===== config.mk =====
export PLATFORM = sky130hd
export DESIGN_NAME = mksf_queue
export DESIGN_NICKNAME = d
export VERILOG_FILES = /design/src/mksf_pkg.sv /design/src/mksf_queue.sv
export SDC_FILE = /design/constraint.sdc
export NUM_CORES = 1
export LEC_CHECK = 0
export BUFFER_PORTS_ARGS = -buffer_cell sky130_fd_sc_hd__buf_2
export CAP_MARGIN = 30
export CORE_MARGIN = 3
export CORE_UTILIZATION = 50
export CTS_CLUSTER_DIAMETER = 50
export DETAILED_ROUTE_END_ITERATION = 16
export GPL_TIMING_DRIVEN = 0
export PLACE_DENSITY = 0.71
export SLEW_MARGIN = 0
export SYNTH_ARGS = -nofsm -noshare
export SYNTH_HDL_FRONTEND = slang
export SYNTH_SLANG_ARGS = --single-unit

===== constraint.sdc =====
create_clock -name clk -period 4.4 [get_ports clk]
set_input_delay 0.88 -clock clk [delete_from_list [all_inputs] [get_ports clk]]
set_output_delay 0.88 -clock clk [all_outputs]
set_load 0.02 [all_outputs]

===== src/mksf_pkg.sv =====
// ============================================================================
// mksf_pkg: shared types and constants of the masked k-mer seed filter
// Holds the default geometry, the mode codes, the queue depth and the
// control word that travels with every base from front to back.
// ============================================================================
package mksf_pkg;

  // Default geometry: window length in bases and number of segments.
  localparam int KMER_BASES_DEF    = 12;
  localparam int SEGMENT_COUNT_DEF = 6;

  // Entries in the queue between front and back (a power of two).
  localparam int QUEUE_DEPTH = 4;

  // A masked k-mer is low complexity when one base value fills all positions
  // but at most this many.
  localparam int LOW_COMPLEXITY_MARGIN = 2;

  // Hit threshold after reset.
  localparam logic [1:0] THRESHOLD_RESET = 2'd2;

  // Mode codes of the input item.
  localparam logic MODE_INDEX = 1'b0;
  localparam logic MODE_QUERY = 1'b1;

  // Control word of one base as it moves through the queue.
  typedef struct packed {
    logic mode;    // index or query
    logic first;   // starts a new sequence or read
    logic last;    // final base of the sequence or read
    logic active;  // the window is full at this base
  } ctrl_t;

endpackage


===== src/mksf_queue.sv =====
// ============================================================================
// mksf_queue: short queue between front and back
// A small register queue that decouples base intake from table access.
// ============================================================================
module mksf_queue #(
  parameter int WIDTH = 8
) (
  input  logic             clk,
  input  logic             rst_n,
  input  logic             push,
  input  logic [WIDTH-1:0] push_data,
  output logic             full,
  input  logic             pop,
  output logic [WIDTH-1:0] pop_data,
  output logic             empty
);

  localparam int AW = $clog2(mksf_pkg::QUEUE_DEPTH);
  localparam int CW = $clog2(mksf_pkg::QUEUE_DEPTH + 1);

  logic [WIDTH-1:0] slot_r [mksf_pkg::QUEUE_DEPTH];
  logic [AW-1:0]    wr_ptr_r;
  logic [AW-1:0]    rd_ptr_r;
  logic [CW-1:0]    count_r;
  logic [CW-1:0]    count_nxt;

  assign full     = (count_r == CW'(mksf_pkg::QUEUE_DEPTH));
  assign empty    = (count_r == '0);
  assign pop_data = slot_r[rd_ptr_r];

  always_comb begin
    count_nxt = count_r;
    if (push && !pop) begin
      count_nxt = count_r + CW'(1);
    end else if (pop && !push) begin
      count_nxt = count_r - CW'(1);
    end
  end

  always_ff @(posedge clk) begin
    if (!rst_n) begin
      wr_ptr_r <= '0;
      rd_ptr_r <= '0;
      count_r  <= '0;
    end else begin
      if (push) begin
        wr_ptr_r <= wr_ptr_r + AW'(1);
      end
      if (pop) begin
        rd_ptr_r <= rd_ptr_r + AW'(1);
      end
      count_r <= count_nxt;
    end
  end

  always_ff @(posedge clk) begin
    if (push) begin
      slot_r[wr_ptr_r] <= push_data;
    end
  end

endmodule


After elaboration in Yosys (flattened, before gate mapping)
Memories as Yosys holds them, arrays and structs flattened. A register that Yosys moved wholly into a read port is not among the register bits.
Cells that the tools add are included.
{"block": "word_totals", "ramBits": 32, "input_bits": 12, "output_inout_bits": 10, "regBits": 7, "latchBits": 0, "n_memories": 1, "rom_bits": 0}
{"block": "classes", "order_cmp": 0, "add_sub_neg": 4, "eq_ne": 1, "n_shift": 0, "muxes": 6, "n_mul": 0, "n_reduce_logical": 6, "div": 0, "bitwise": 0}
{"name": "slot_r", "words": 4, "width": 8, "read_ports": 1, "rd_clocked_by_memory_dff": 1, "wr": 1, "line_no": "mksf_queue.sv:21", "text": "logic [WIDTH-1:0] slot_r [mksf_pkg::QUEUE_DEPTH];"}
{"operator": "$mux 3", "n": 2}
{"operator": "$add 2x1->2 const B", "n": 2}
{"operator": "$mux 2", "n": 2}
{"operator": "$add 3x1->3 const B", "n": 1}
{"operator": "$eq 3x3->1 const B", "n": 1}
{"operator": "$logic_not 3->1", "n": 1}
{"operator": "$sub 3x1->3 const B", "n": 1}
{"operator": "$logic_and 1x1->1", "n": 2}
{"operator": "$logic_not 1->1", "n": 2}
{"operator": "$mux 1", "n": 2}
{"operator": "$reduce_bool 2->1", "n": 1}

Logic depth before layout (Yosys ltp)
{"block": "depth", "ltp_word": 4, "depth_mapped": 7, "ltp_nobuf": 7}

Least setup slack after synthesis
Ideal clock, no wire load.
{"block": "synth_timing", "path_kind": "input to register", "from": "input port pop", "to": "register count_r[2]", "path_slack_ns": 2.279, "path_buffers": 0, "setup_ns": 0.070, "arrival_time_ns": 2.051, "cell_stages": 7, "t_required_ns": 4.330, "cell_sequence": "inv_1 > ha_1 > inv_1 > fa_1 > xor2_1 > or3_1 > a21boi_1"}
{"block": "synth_via", "elab_chain_len": 3, "elab_cells_between_ends": 5, "cone_classes": "1 x mux; 4 x reduce/logical"}
{"element": "start: declaration", "line_no": "mksf_queue.sv:13", "text": "input logic pop,"}
{"element": "$logic_not 1->1", "line_no": "mksf_queue.sv:33", "text": "if (push && !pop) begin"}
{"element": "$logic_and 1x1->1", "line_no": "mksf_queue.sv:33"}
{"element": "$mux 3 / $reduce_bool 2->1 (equally long branches)"}
{"element": "end signal: assignment", "line_no": "mksf_queue.sv:52", "text": "count_r <= count_nxt;"}
{"element": "end: declaration", "line_no": "mksf_queue.sv:24", "text": "logic [CW-1:0] count_r;"}
Parallel ways exist; a longest one is shown, timed or not.
A chain may end at the register's enable or synchronous reset.

==> run_results.csv <==
group,metric,value,unit
power_and_ir_drop,powerDensity,409,nW/um^2
clock_tree,cts_resized,0,
place,port_buffers,21,
synthesis,ys_top_cells_by_area,"edfxtp_1 60%, dfxtp_1 11%, mux4_2 11%",
detailed_routing,first_iter_violations,18,
clock_tree,clock_latency,0.34,ns
sta,worst_slew_pin_slew,0.443,ns
critical_path,crit_fanout,8,
synthesis,netlist_area,1600,sq um
critical_path,arrival,1.54,ns
run,max-cap-violations,0,
status,status,"finished, final reports clean",
detailed_routing,viasPerCell,4.99,
detailed_routing,vias,779,
sta,max_freq,0.414,GHz
clock_tree,cts_root_buffer,"clkbuf_4",
sta,rsz0062_at_grt,"false",
global_route,grt_overflow,0,
critical_path,crit_path_end_kind,"output port",
synthesis,synth_seq_area_share,71.2,%
cells_and_area,layout.nets,131,
clock_tree,postCtsSetupBuffers,0,
power_and_ir_drop,peakVddDrop,0.277,mV
floorplanning,core_area,2900,sq um
detailed_routing,drc,0,
synthesis,netlist_instances,85,
cells_and_area,final_area,1810,sq um
global_route,grt_max_degree,13,
synthesis,synth_edf_count,32,
power_and_ir_drop,leakage,0.000667,uW
synthesis,ys.flop_type,"edfxtp_1",
critical_path,start_kind,"register",
cells_and_area,fill_cells,232,
clock_tree,tritoncts,"done",
power_and_ir_drop,p_total,740,uW
sta,skew,0.00245,ns
floorplanning,die_h,62.6,um
floorplanning,die_area,3920,sq um
global_route,grt_usage,14.0,%
sta,drv_slew,0,
cells_and_area,layout.cells.non_filler,156,
global_route,grt_pass1_vias,843,
synthesis,yosysMostFrequentCell,"edfxtp_1",
sta,slew_headroom,70.5,%
sta,fin_setup_tns,0,ns
place,gp_congestion,0.660,
clock_tree,clk_path_buf_depth,2,
place,placed_area,1760,sq um
floorplanning,die_x,62.6,um
cells_and_area,antenna_cells,0,
synthesis,yosys_warnings,0,
detailed_routing,wirelength,2.35,mm
synthesis,async_flop_share,0,%
clock_tree,cts.sinks,41,
min_path,hp-class,"reg2reg",
floorplanning,io_pins,22,
synthesis,avgSynthCellArea,18.9,sq um
synthesis,yosys-top-cells-count,"32 x edfxtp_1, 9 x and2_1, 9 x dfxtp_1",
synthesis,synthesis.nets,103,
critical_path,cp.required,3.52,ns
floorplanning,num_rows,19,
detailed_routing,postRouteAntennaNets,0,
sta,timing.hold.ws,0.506,ns
clock_tree,h-tree-depth,2,
sta,finalCritPeriodShare,54.9,%
sta,period_needed,2.42,ns
clock_tree,cts_buffers,5,
cells_and_area,area_growth_syn_to_layout,13.0,%
place,placedCellCount,148,
synthesis,yosys.area.top_type,"edfxtp_1",
floorplanning,start_util,55.3,%
sta,setup_violations,0,
detailed_routing,wl_per_cell,15.1,um
synthesis,ys_ff_latch,41,
critical_path,crit_type,"reg2out",
synthesis,synthDistinctLibCells,19,
global_route,antenna_found_initial,0,
cells_and_area,multi_input_area,430,sq um
clock_tree,holdBufCountCts,0,
place,dp_hpwl,1.62,mm
cells_and_area,drive_gt1_share,33.3,%
clock_tree,path_clk_slew,0.11,ns
sta,hold_viol_final,0,
detailed_routing,first_pass_iters,4,
global_route,grt_first_pass_wirelength,3.92,mm
cells_and_area,seq_area,1140,sq um
synthesis,netlist.area_leader.share,60.0,%
==> sequential cells by signal, indices dropped and copies added (netlist names), named ones only <==
name      count
count_r       3
rd_ptr_r      2
slot_r       32
wr_ptr_r      2
==> area by class of cell <==
class / count / area share, %
Buffer: 2 / 0.898
Clock buffer: 6 / 2.28
Multi-Input combinational cell: 38 / 23.8
Sequential cell: 41 / 63.0
Timing Repair Buffer: 21 / 5.80
Tap cell: 42 / 2.90
Inverter: 4 / 0.829
Clock inverter: 2 / 0.552
==> layer usage <==
| layer | vias up | share of wire [%] | GRT usage, % |
|---|---|---|---|
| met4 | 0 | 2.1 | 6.61 |
| li1 | 374 | - | - |
| met5 | - | 0 | 0 |
| met1 | 380 | 44 | 15.8 |
| met3 | 6 | 5.2 | 6.12 |
| met2 | 19 | 49 | 22.9 |
==> worst max-delay path, stage by stage, from the launching register on <==
cell     delay (ns)
dfxtp_1        0.35
buf_6          0.17
mux4_2         0.51
buf_2          0.17
==> worst paths after layout <==
check             startpoint          end  slack (ns)  depth (start not counted)
hold / removal    count_r[2]   count_r[2]        0.51                          2
hold reg to reg   count_r[2]   count_r[2]        0.51                          2
setup reg to reg  count_r[0]   count_r[2]        2.92                          4
setup / recovery    register  pop_data[3]        1.98                          3
==> stage by stage <==
step	utilization (%)	setup slack (ns)
after floorplan	-	2.28
after global placement	60.7	2.10
after detailed placement	60.7	2.05
after CTS	62.5	1.94
after global routing	62.5	1.88
final	62.5	1.98
==> report_power, final <==
group          total (uW)  switching, uW  internal (uW)
sequential            454           12.0            442
combinational         113           61.7           51.1
clock                 174            113           60.9
==> kinds of logic after synthesis <==
family,after synthesis,synth area share [%]
flip-flops,41,71.2
AND/OR/NAND/NOR,15,5.70
multiplexers,10,12.5
buffers and inverters,6,1.95
adder cells (fa/ha/maj),6,5.15
XOR/XNOR,5,2.73
AO/OA/AOI/OAI,2,0.781
==> layout by cell type (no fill, tap or decap), drive strengths merged <==
cell    instances
edfxtp         32
buf            22
and2            9
dfxtp           9
mux4            8
clkbuf          7
ha              5
inv             4
xor2            3
xnor2           2
mux2i           2
nor2b           2
clkinv          2
nor3            1
nor3b           1
nand2           1
o21ai           1
or3             1
a21boi          1
fa              1
No activity file was read; power rests on OpenSTA's default activity.
