<file path="config.mk">
export PLATFORM = sky130hd
export DESIGN_NAME = mksf_front
export DESIGN_NICKNAME = d
export VERILOG_FILES = /design/src/mksf_pkg.sv /design/src/mksf_front.sv
export SDC_FILE = /design/constraint.sdc
export NUM_CORES = 1
export LEC_CHECK = 0
export BUFFER_PORTS_ARGS = -buffer_cell sky130_fd_sc_hd__buf_2
export CAP_MARGIN = 20
export CORE_UTILIZATION = 53
export DETAILED_ROUTE_END_ITERATION = 10
export PLACE_DENSITY = 0.94
export SLEW_MARGIN = 20
export SYNTH_ARGS = -nofsm -noshare
export SYNTH_HDL_FRONTEND = slang
export SYNTH_SLANG_ARGS = --single-unit
</file>
<file path="constraint.sdc">
create_clock -name clk -period 5.2 [get_ports clk]
set_input_delay 0.26 -clock clk [delete_from_list [all_inputs] [get_ports clk]]
set_output_delay 0.26 -clock clk [all_outputs]
set_load 0.005 [all_outputs]
</file>
<file path="src/mksf_pkg.sv">
// ============================================================================
// mksf_pkg: shared types and constants of the masked k-mer seed filter
// Holds the default geometry, the mode codes, the queue depth and the
// control word that travels with every base from front to back.
// ============================================================================
package mksf_pkg;

  // Default geometry: window length in bases and number of segments.
  localparam int KMER_BASES_DEF    = 12;
  localparam int SEGMENT_COUNT_DEF = 6;

  // Entries in the queue between front and back (a power of two).
  localparam int QUEUE_DEPTH = 4;

  // A masked k-mer is low complexity when one base value fills all positions
  // but at most this many.
  localparam int LOW_COMPLEXITY_MARGIN = 2;

  // Hit threshold after reset.
  localparam logic [1:0] THRESHOLD_RESET = 2'd2;

  // Mode codes of the input item.
  localparam logic MODE_INDEX = 1'b0;
  localparam logic MODE_QUERY = 1'b1;

  // Control word of one base as it moves through the queue.
  typedef struct packed {
    logic mode;    // index or query
    logic first;   // starts a new sequence or read
    logic last;    // final base of the sequence or read
    logic active;  // the window is full at this base
  } ctrl_t;

endpackage

</file>
<file path="src/mksf_front.sv">
// ============================================================================
// mksf_front: base intake and masked k-mer classification
// Keeps the rolling window, forms the masked k-mer of every segment and
// decides which of them pass the low-complexity filter.
// ============================================================================
module mksf_front #(
  parameter int KMER_BASES    = mksf_pkg::KMER_BASES_DEF,
  parameter int SEGMENT_COUNT = mksf_pkg::SEGMENT_COUNT_DEF,
  localparam int SEG_BASES    = KMER_BASES / SEGMENT_COUNT,
  localparam int SEG_W        = 2 * SEG_BASES,
  localparam int MASKED_BASES = KMER_BASES - SEG_BASES,
  localparam int MASKED_BITS  = 2 * MASKED_BASES
) (
  input  logic                                 clk,
  input  logic                                 rst_n,
  input  logic                                 in_valid,
  output logic                                 in_stall,
  input  logic                                 in_mode,
  input  logic [1:0]                           in_base,
  input  logic                                 in_first_base,
  input  logic                                 in_last_base,
  input  logic                                 q_full,
  input  logic                                 clear_busy,
  output logic                                 push,
  output mksf_pkg::ctrl_t                      push_ctrl,
  output logic [SEGMENT_COUNT-1:0]             push_wmask,
  output logic [SEGMENT_COUNT*MASKED_BITS-1:0] push_keys
);

  localparam int WIN_BITS = 2 * KMER_BASES;
  localparam int CNT_W    = $clog2(KMER_BASES + 1);

  logic [WIN_BITS-1:0] window_r;
  logic [CNT_W-1:0]    seen_r;
  logic [WIN_BITS-1:0] win_base;
  logic [WIN_BITS-1:0] win_nxt;
  logic [CNT_W-1:0]    seen_base;
  logic [CNT_W-1:0]    seen_nxt;
  logic                active;
  logic [KMER_BASES-1:0] base_eq [4];
  logic [CNT_W-1:0]      full_cnt [4];
  logic [SEGMENT_COUNT-1:0] complex_ok;

  assign in_stall = q_full || clear_busy;
  assign push     = in_valid && !in_stall;

  // A first base starts from an empty window.
  assign win_base  = in_first_base ? '0 : window_r;
  assign win_nxt   = {win_base[WIN_BITS-3:0], in_base};
  assign seen_base = in_first_base ? '0 : seen_r;
  assign seen_nxt  = (seen_base < CNT_W'(KMER_BASES)) ? seen_base + CNT_W'(1) : seen_base;
  assign active    = (seen_nxt == CNT_W'(KMER_BASES));

  always_ff @(posedge clk) begin
    if (!rst_n) begin
      window_r <= '0;
      seen_r   <= '0;
    end else if (push) begin
      window_r <= win_nxt;
      seen_r   <= seen_nxt;
    end
  end

  // Per base value, which window positions hold it.
  always_comb begin
    for (int v = 0; v < 4; v++) begin
      for (int i = 0; i < KMER_BASES; i++) begin
        base_eq[v][i] = (win_nxt[2*i +: 2] == 2'(v));
      end
      full_cnt[v] = CNT_W'($countones(base_eq[v]));
    end
  end

  for (genvar j = 0; j < SEGMENT_COUNT; j++) begin : g_seg
    localparam int LOW_BITS = SEG_W * j;
    logic [WIN_BITS-1:0] low_mask;
    logic [WIN_BITS-1:0] kept_bits;
    logic [3:0]          value_ok;

    // Drop segment j: bases below it stay, bases above it move down.
    assign low_mask  = (WIN_BITS'(1) << LOW_BITS) - WIN_BITS'(1);
    assign kept_bits = (win_nxt & low_mask) | ((win_nxt >> SEG_W) & ~low_mask);
    assign push_keys[j*MASKED_BITS +: MASKED_BITS] = kept_bits[MASKED_BITS-1:0];

    // Counts of the masked k-mer are those of the window less the dropped segment.
    for (genvar v = 0; v < 4; v++) begin : g_val
      logic [CNT_W-1:0] seg_cnt;
      logic [CNT_W-1:0] kept_cnt;
      assign seg_cnt  = CNT_W'($countones(base_eq[v][j*SEG_BASES +: SEG_BASES]));
      assign kept_cnt = full_cnt[v] - seg_cnt;
      assign value_ok[v] = ({1'b0, kept_cnt} + (CNT_W+1)'(mksf_pkg::LOW_COMPLEXITY_MARGIN))
                           < (CNT_W+1)'(MASKED_BASES);
    end

    assign complex_ok[j] = &value_ok;
    assign push_wmask[j] = active && (in_mode == mksf_pkg::MODE_INDEX) && complex_ok[j];
  end

  always_comb begin
    push_ctrl.mode   = in_mode;
    push_ctrl.first  = in_first_base;
    push_ctrl.last   = in_last_base;
    push_ctrl.active = active;
  end

endmodule

</file>
* After elaboration in Yosys (flattened, before gate mapping)
Index checks and enable logic that the tools add are counted.
Widths: inputs -> output; s select.
** Word-level totals
- Register bits :: 26
- Latch bits :: 0
- Bits in writable memories :: 0
- Memory bits (read-only) :: 0
- Input port bits :: 10
- Output and inout port bits :: 132
- Memories kept :: 0
** Operators by class
- Add/sub/neg operators :: 93
- Multipliers :: 0
- Div/mod/pow operators :: 0
- $lt $le $gt $ge :: 25
- Equal/unequal tests :: 37
- Shift-type cells :: 0
- Muxes and demuxes :: 3
- Bitwise logic cells :: 5
- Reductions and logical operators :: 28
** Operator list (count)
- $add 4x2->5 const B :: 24
- $lt 5x4->1 const B :: 24
- $sub 4x2->4 :: 20
- $add 1x1->2 :: 24
- $eq 2x2->1 const B :: 24
- $add 2x2->3 :: 12
- $add 4x4->4 :: 8
- $eq 2x1->1 const B :: 12
- $logic_not 2->1 :: 12
- $reduce_and 4->1 :: 6
- $mux 22 :: 1
- $or 12x20->20 :: 1
- $or 16x20->20 :: 1
- $or 4x20->20 :: 1
- $or 8x20->20 :: 1
- $sub 4x4->4 :: 4
- $logic_and 1x1->1 :: 8
- $mux 4 :: 2
- $add 4x1->4 const B :: 1
- $eq 4x4->1 const B :: 1
- $lt 4x4->1 const B :: 1
- $logic_not 1->1 :: 1
- $logic_or 1x1->1 :: 1
- $not 1->1 :: 1

* Longest topological paths before layout
Gate-level depths: netlist of run 1.
- Depth in word-level cells :: 11
- Depth in mapped cells :: 16

* Worst setup path before layout of run 1
OpenSTA, ideal clock, no wires.
- Path kind :: input -> output
- Start point :: in in_first_base
- End point :: out push_wmask[0]
- Data arrival time :: 4.004 ns
- Data required time :: 4.940 ns
- Setup slack :: 0.936 ns
- Stages :: 14
- Path buffers :: 2
- Path through :: clkbuf_1 > buf_2 > nor2b_1 > nor2b_1 > ha_1 > ha_1 > fa_1 > fa_1 > ha_1 > fa_1 > xnor2_1 > xnor2_1 > nand4_1 > nor2_1
** Between the ends
- Word-level cells in the longest chain between the ends :: 11
** Ends and longest elaborated chain
- start: declaration :: RTL line mksf_front.sv:20 : input logic in_first_base,
- $mux 22 (*) :: RTL line mksf_front.sv:48 : assign win_base = in_first_base ? '0 : window_r;
- via push_keys[7] :: RTL line mksf_front.sv:27 : output logic [SEGMENT_COUNT*MASKED_BITS-1:0] push_keys
- $eq 2x1->1, or another cell as far along :: RTL line mksf_front.sv:68 : base_eq[v][i] = (win_nxt[2*i +: 2] == 2'(v));
- $add 1x1->2 (implied by the code) :: RTL line mksf_front.sv:70 : full_cnt[v] = CNT_W'($countones(base_eq[v]));
- $add 2x2->3 (implied by the code) :: RTL line mksf_front.sv:70
- $add 4x4->4 (implied by the code) (2 in a row) :: RTL line mksf_front.sv:70
- $sub 4x2->4 :: RTL line mksf_front.sv:90 : assign kept_cnt = full_cnt[v] - seg_cnt;
- $add 4x2->5 :: RTL line mksf_front.sv:91 : assign value_ok[v] = ({1'b0, kept_cnt} + (CNT_W+1)'(mksf_pkg::LOW_COMPLEXITY_MARGIN))
- $lt 5x4->1 :: RTL line mksf_front.sv:92 : < (CNT_W+1)'(MASKED_BASES);
- $reduce_and 4->1 (*) :: RTL line mksf_front.sv:95 : assign complex_ok[j] = &value_ok;
- $logic_and 1x1->1 (*) :: RTL line mksf_front.sv:96 : assign push_wmask[j] = active && (in_mode == mksf_pkg::MODE_INDEX) && complex_ok[j];
- end: declaration :: RTL line mksf_front.sv:26 : output logic [SEGMENT_COUNT-1:0] push_wmask,
Mark *: on every way through the listed nets, which the timed path passes. The rest lies on a longest branch.

* Worst setup path after layout of run 1
- Start point :: reg window_r[7]
- End point :: out push_wmask[1]
** Between the ends
- Word-level cells in the longest chain between the ends :: 11
** Ends and longest elaborated chain
- start: declaration :: RTL line mksf_front.sv:33 : logic [WIN_BITS-1:0] window_r;
- start signal: assignment :: RTL line mksf_front.sv:59 : window_r <= win_nxt;
- $mux 22 (*) :: RTL line mksf_front.sv:48
- $eq 2x1->1, or another cell as far along :: RTL line mksf_front.sv:68
- $add 1x1->2 (implied by the code) :: RTL line mksf_front.sv:70
- $add 2x2->3 (implied by the code) :: RTL line mksf_front.sv:70
- $add 4x4->4 (implied by the code) (2 in a row) :: RTL line mksf_front.sv:70
- $sub 4x2->4 :: RTL line mksf_front.sv:90
- $add 4x2->5 :: RTL line mksf_front.sv:91
- $lt 5x4->1 :: RTL line mksf_front.sv:92
- $reduce_and 4->1 (*) :: RTL line mksf_front.sv:95
- $logic_and 1x1->1 (*) :: RTL line mksf_front.sv:96
Every way passes the cells marked *; elsewhere a longest branch is shown, timed or not.

==> results of run 1 <==
==> kinds of logic (layout without fill, tap and decap cells) <==
kind of cell / count (synthesis) / count (layout)
adder cells (fa/ha/maj): 93 / 93
multiplexers: 2 / 2
AND/OR/NAND/NOR: 170 / 170
buffers and inverters: 165 / 206
XOR/XNOR: 28 / 28
flip-flops: 26 / 26
AO/OA/AOI/OAI: 55 / 55
==> registers in the layout, summed over array words and instances, names as in the netlist <==
name	cells
window_r	22
seen_r	4
==> layout make-up <==
cell class,count,area (um^2),area share (%)
timing repair buffer,149,771,16.8
sequential,26,520,11.3
multi-input combinational,348,2920,63.6
tap,105,131,2.86
clock buffer,4,55.1,1.20
inverter,53,199,4.32
==> path summary, 6_finish.rpt <==
kind                                   from       endpoint  slack, ns
worst max register to register    seen_r[0]      seen_r[2]       3.61
worst min register to register  window_r[6]    window_r[6]       0.48
worst min-delay path             in_base[1]    window_r[1]       0.30
worst max-delay path            window_r[7]  push_wmask[1]       0.38
==> worst reg2reg max path: stages (launching register included) <==
cell     delay, ns
dfxtp_1       0.39
inv_1         0.07
nor2_1        0.14
ha_1          0.28
inv_1         0.08
nor4b_1       0.24
a21oi_1       0.06
o21ai_0       0.17
nor2_1        0.06
==> power by group through the flow <==
stage	Sequential [mW]	Clock [mW]	Combinational (mW)
2_1_floorplan	0.205	0	0.0543
3_3_place_gp	0.205	0	0.0650
3_5_place_dp	0.206	0	0.0680
4_1_cts	0.201	0.134	0.0679
5_1_grt	0.201	0.142	0.0753
6_report	0.201	0.132	0.0678
==> routing by layer <==
metal	global-route usage, %	up-vias
li1	-	1713
met1	28.9	1642
met2	39.0	129
met3	1.63	10
met4	4.36	0
met5	0	-
==> cell usage in the layout (no fill, tap or decap) <==
master and n:
nor2_1 22, nand3b_1 1, and2_1 12, a211oi_1 24
nor3b_1 1, nor4b_1 1, buf_2 139, clkinv_1 1
inv_1 52, or4b_1 1, nor2b_1 48, a21boi_0 22
dfxtp_1 26, nand2_1 52, buf_4 10, nor3_2 1
o21ai_0 4, mux2i_1 2, clkbuf_8 4, ha_1 65
a21oi_1 4, fa_1 28, nand2b_1 24, nand3_1 1
xnor2_1 28, nand4_1 6, o211a_1 1
==> stage by stage <==
stage | util, % | hold WS [ns] | setup WS (ns)
global route | 56.3 | 0.331 | 0.119
global placement | 55.6 | 0.461 | 0.604
CTS | 56.3 | 0.302 | 0.378
finish | 56.3 | 0.303 | 0.380
floorplan | - | 0.405 | 0.936
detailed placement | 55.6 | 0.472 | 0.486
==> results.sh, run 1 <==
export IMPL_nFillCells=718
export IMPL_hold_class="in -> reg"
export IMPL_critPathKind="reg -> out"
export IMPL_dp_hpwl_mm=8.18
export IMPL_netlist_top_cells_area="ha_1, buf_4, fa_1, dfxtp_1, nor2b_1"
export IMPL_cp_slowest_cell="xnor2_1"
export IMPL_slew_headroom_pct=40.9
export IMPL_met3_length_um=500
export IMPL_gr_total_overflow=0
export IMPL_cpPeakStageDelay_ns=0.70
export IMPL_async_flop_share_pct=0
export IMPL_p_clk_share_pct=33.0
export IMPL_grt_antenna_before_repair=0
export IMPL_worstSkewPairLatency_ns=0.27
export IMPL_dr_wl_met2_mm=4.60
export IMPL_rows=33
export IMPL_yosys_mux_area_fraction_pct=0.450
export IMPL_wl_per_cell_um=13.8
export IMPL_stdcell_area_um2=4600
export IMPL_ys_ff_latch=26
export IMPL_synth_distinct_cells=28
export IMPL_peakVddDrop_mv=0.110
export IMPL_start_util_pct=54.4
export IMPL_htree_levels=1
export IMPL_worst_path_buf_inv=1
export IMPL_synth_xor_area_share_pct=5.51
export IMPL_critPathRequiredTime_ns=4.94
export IMPL_ys_top_cells_by_count="buf_4, ha_1, inv_1, nand2_1, nor2b_1"
export IMPL_fmax_mhz=207
export IMPL_nets=684
export IMPL_synth_top_cell_by_area="ha_1"
export IMPL_r2r_cells=8
export IMPL_pwr_share_seq_pct=50.1
export IMPL_grt_max_degree=32
export IMPL_worstHoldPathCells=3
export IMPL_cp_max_fo=8
export IMPL_synthAdderAreaFrac_pct=30.9
export IMPL_worstSetupEndpointType="primary output"
export IMPL_cts_hold_buf=0
export IMPL_cts_buffer_depth=2
export IMPL_drv_cap=0
export IMPL_routed_via_count=3494
export IMPL_synth_cells=539
export IMPL_status="finished, final reports clean"
export IMPL_drive_above_1_share_pct=26.6
export IMPL_synthFlopType="dfxtp_1"
export IMPL_grt_pass1_wl_mm=15.1
export IMPL_yosys_cell_count_top_type="buf_4"
export IMPL_die_y_um=93.6
export IMPL_cts_repair_resized=0
export IMPL_clock_sinks=26
export IMPL_fin_setup_tns_ns=0
export IMPL_drtPass1Iterations=4
export IMPL_fin_cells=685
export IMPL_core_area_um2=8180
export IMPL_fin_crit_sh_pct=92.7
export IMPL_p_int_uw=298
export IMPL_dp_cells=681
export IMPL_drv_slew=0
export IMPL_cts_tree="done"
export IMPL_top_layer="met4"
export IMPL_p_switching_uw=103
export IMPL_dpl_instance_area_um2=4550
export IMPL_cp_start_kind="flop"
export IMPL_combPwrFrac_pct=16.9
export IMPL_synth_compound_area_share_pct=8.89
export IMPL_antenna_left=0
export IMPL_syn_area_um2=4450
export IMPL_m1WireLength_mm=4.27
export IMPL_synth_top_area_share_pct=18.3
export IMPL_grt_usage_pct=21.8
export IMPL_yosysSeqAreaShare_pct=11.7
export IMPL_grt_pass1_vias=3242
export IMPL_p_per_area_nw_per_um2=87.2
export IMPL_synthSimpleGateAreaFrac_pct=20.0
export IMPL_portBuffers=139
export IMPL_hold_viol_final=0
export IMPL_drt_wl_total_mm=9.48
export IMPL_n_antenna_cell=0
export IMPL_setup_viol_count_final=0
export IMPL_num_io_pins=142
export IMPL_min_period_ns=4.82
export IMPL_drc=0
export IMPL_cts_setup_buffers=0
export IMPL_cp_depth=13
export IMPL_clockRootBuffer="clkbuf_8"
export IMPL_drtIter0Drc=120
export IMPL_dieWidth_um=93.6
export IMPL_syn_area_per_cell_um2=8.25
export IMPL_totalPowerFinal_uw=401
export IMPL_p_leak_nw=2.47
export IMPL_gp_congestion=0.871
export IMPL_clk_pin_slew_worst_paths_ns=0.09
export IMPL_synth_fp_nets=642
export IMPL_dieArea_um2=8770
export IMPL_viasPerCell=5.10
export IMPL_numCtsBuffers=3
export IMPL_areaGrowthSynthToFinish_pct=3.40
export IMPL_switching_share_pct=25.7
export IMPL_crit_path_cell_trace="nor2b_1, nor2b_1, ha_1, ha_1, fa_1, fa_1, ha_1, fa_1, xnor2_1, xnor2_1, nand4_1, nor2_1, buf_2"
export IMPL_tightestPinTransition_ns=0.880
export IMPL_fin_skew_ns=0.00119
export IMPL_rsz0062_at_grt="false"
export IMPL_yosysWarningCount=0
export IMPL_cp_arrival_ns=4.56
export IMPL_synth_top_family_by_area="adder cells"
export IMPL_crit_family="adder cells"
export IMPL_synth_edff_count=0
No activity file was read; power rests on OpenSTA's default activity.
==> run 2: changes to the inputs <==
--- a/config.mk
+++ b/config.mk
@@ -7,9 +7,9 @@
 export LEC_CHECK = 0
 export BUFFER_PORTS_ARGS = -buffer_cell sky130_fd_sc_hd__buf_2
 export CAP_MARGIN = 20
-export CORE_UTILIZATION = 53
+export CORE_UTILIZATION = 48
 export DETAILED_ROUTE_END_ITERATION = 10
-export PLACE_DENSITY = 0.94
+export PLACE_DENSITY = 0.9
 export SLEW_MARGIN = 20
 export SYNTH_ARGS = -nofsm -noshare
 export SYNTH_HDL_FRONTEND = slang
==> constraint.sdc (replaced) <==
create_clock -name clk -period 4.1 [get_ports clk]
set_input_delay 0.205 -clock clk [delete_from_list [all_inputs] [get_ports clk]]
set_output_delay 0.205 -clock clk [all_outputs]
set_load 0.005 [all_outputs]
==> results.sh, run 2 (synthesis gave the netlist of run 1 again) <==
export IMPL_grt_max_degree=27
export IMPL_htree_levels=1
export IMPL_top_regs="window_r x22, seen_r x4"
export IMPL_p_leak_nw=2.79
export IMPL_hold_path_endpoint="window_r[1]"
export IMPL_rsz0062_at_grt="true"
export IMPL_cp_arrival_ns=4.13
export IMPL_dp_hpwl_mm=8.93
export IMPL_critPathKind="reg -> out"
export IMPL_worstSkewPairLatency_ns=0.29
export IMPL_antenna_left=0
export IMPL_cp_max_fo=6
export IMPL_cp_start_kind="flop"
export IMPL_drv_cap=0
export IMPL_largest_register="window_r"
export IMPL_portBuffers=139
export IMPL_final_common_cell="buf_2"
export IMPL_dieArea_um2=9660
export IMPL_fin_ws_ns=-0.234
export IMPL_drtIter0Drc=303
export IMPL_violations="DRC, setup timing"
export IMPL_fin_util_pct=66.3
export IMPL_drc=5
export IMPL_routed_via_count=4205
export IMPL_largest_reg_flops=22
export IMPL_drtPass1Iterations=8
export IMPL_clock_sinks=26
export IMPL_viasPerCell=5.66
export IMPL_stdcell_area_um2=5870
export IMPL_drt_wl_total_mm=15.7
export IMPL_fin_skew_ns=0.00810
export IMPL_areaGrowthSynthToFinish_pct=31.8
export IMPL_totalPowerFinal_uw=605
export IMPL_p_per_area_nw_per_um2=103
export IMPL_worstSetupEndpointType="primary output"
export IMPL_core_area_um2=8850
export IMPL_final_cell_mix="buf_2, buf_4, nand2_1"
export IMPL_reg2reg_from="seen_r[0]"
export IMPL_hold_path_startpoint="in_base[1]"
export IMPL_worstHoldPathCells=3
export IMPL_grt_usage_pct=29.4
export IMPL_cts_tree="done"
export IMPL_drv_slew=0
export IMPL_hold_viol_final=0
export IMPL_dpl_instance_area_um2=4730
export IMPL_r2r_cells=8
export IMPL_fmax_mhz=231
export IMPL_numCtsBuffers=3
export IMPL_grt_pass1_vias=4229
export IMPL_cts_buffer_depth=2
export IMPL_gr_total_overflow=0
export IMPL_clk_pin_slew_worst_paths_ns=0.10
export IMPL_crit_start="window_r[2]"
export IMPL_grt_antenna_before_repair=0
export IMPL_tightestPinTransition_ns=0.947
export IMPL_die_y_um=98.3
export IMPL_rows=34
export IMPL_crit_path_cell_trace="nor2b_4, nor2_2, ha_1, ha_2, inv_1, fa_1, inv_2, fa_1, ha_2, fa_2, a211oi_2, xnor2_1, nand4_1, nor2_1, buf_2"
export IMPL_gp_congestion=0.930
export IMPL_peakVddDrop_mv=0.125
export IMPL_drive_above_1_share_pct=54.6
export IMPL_dieWidth_um=98.3
export IMPL_clockRootBuffer="clkbuf_8"
export IMPL_cpPeakStageDelay_ns=0.61
export IMPL_num_io_pins=142
export IMPL_hold_class="in -> reg"
export IMPL_n_antenna_cell=0
export IMPL_fin_crit_sh_pct=106
export IMPL_setup_viol_count_final=6
export IMPL_reg2reg_to="seen_r[2]"
export IMPL_critPathRequiredTime_ns=3.89
export IMPL_nets=739
export IMPL_cp_slowest_cell="fa_2"
export IMPL_min_period_ns=4.33
export IMPL_status="complete, but fails checks"
export IMPL_slew_headroom_pct=36.7
export IMPL_wl_per_cell_um=21.2
export IMPL_start_util_pct=50.3
export IMPL_rrSetupSlack_ns=2.49
export IMPL_grt_pass1_wl_mm=22.2
run 2: changes by cell type in the layout (fill, tap and decap cells not counted), sizes merged:
cell,delta
bufinv,+1
buf,+55
clkbuf,-1
run 2: area by class of cell:
| type | instances | area, um^2 |
|---|---|---|
| clock buffers | 3 | 41.3 |
| clock inverters | 1 | 30.0 |
| fillers | 613 | 2980 |
| inverters | 53 | 199 |
| multi-input cells | 348 | 3720 |
| flip-flops and latches | 26 | 549 |
| well taps | 108 | 135 |
| repair buffers | 204 | 1190 |
run 2: repair_timing:
action | in CTS | in global routing
buffers inserted | 24 | 9
gates resized for setup | 157 | 30
endpoints found under the setup margin | 6 | 6
pin swaps | 36 | 23
hold buffers | 0 | 0
run 2: where the power goes:
group	switching (mW)	total, mW	internal [mW]
logic	0.0704	0.124	0.0536
registers	0.00109	0.254	0.253
clock network	0.0961	0.227	0.131
run 2: per-layer routing:
| metal | GRT usage (%) | vias up | wire, um |
|---|---|---|---|
| met1 | 31.7 | 2016 | 5580 |
| met3 | 5.44 | 114 | 1040 |
| met2 | 53.0 | 256 | 7820 |
| li1 | - | 1819 | - |
| met4 | 18.6 | 0 | 1280 |
| met5 | 0 | - | 0 |
run 2: worst max path at each step:
| stage | end | slack, ns | depth (start not counted) |
|---|---|---|---|
| final | push_wmask[1] | -0.23 | 15 |
| after global routing | push_wmask[5] | -0.41 | 15 |
| after CTS | push_wmask[5] | -0.08 | 15 |
| after global placement | push_wmask[2] | -0.05 | 14 |
| after detailed placement | push_wmask[1] | -0.27 | 16 |
| after floorplan | push_wmask[0] | 0.0008 | 14 |
run 2: stage by stage:
stage               hold slack (ns)  TNS (ns)  std cells  setup slack, ns
finish                        0.240     -1.21        743           -0.234
global route                  0.261     -2.17        743           -0.414
CTS                           0.246    -0.278        734          -0.0787
detailed placement            0.410     -1.50        706           -0.266
floorplan                     0.350         0        539         0.000785
global placement              0.410    -0.274        706          -0.0512
run 2: critical path, delay by kind of cell (launching register included):
kind / cells / cell delay [ns]
AO/OA/AOI/OAI: 1 / 0.27
adder cells (fa/ha/maj): 6 / 2.34
AND/OR/NAND/NOR: 4 / 0.51
XOR/XNOR: 1 / 0.17
flip-flops: 1 / 0.35
buffers and inverters: 3 / 0.21
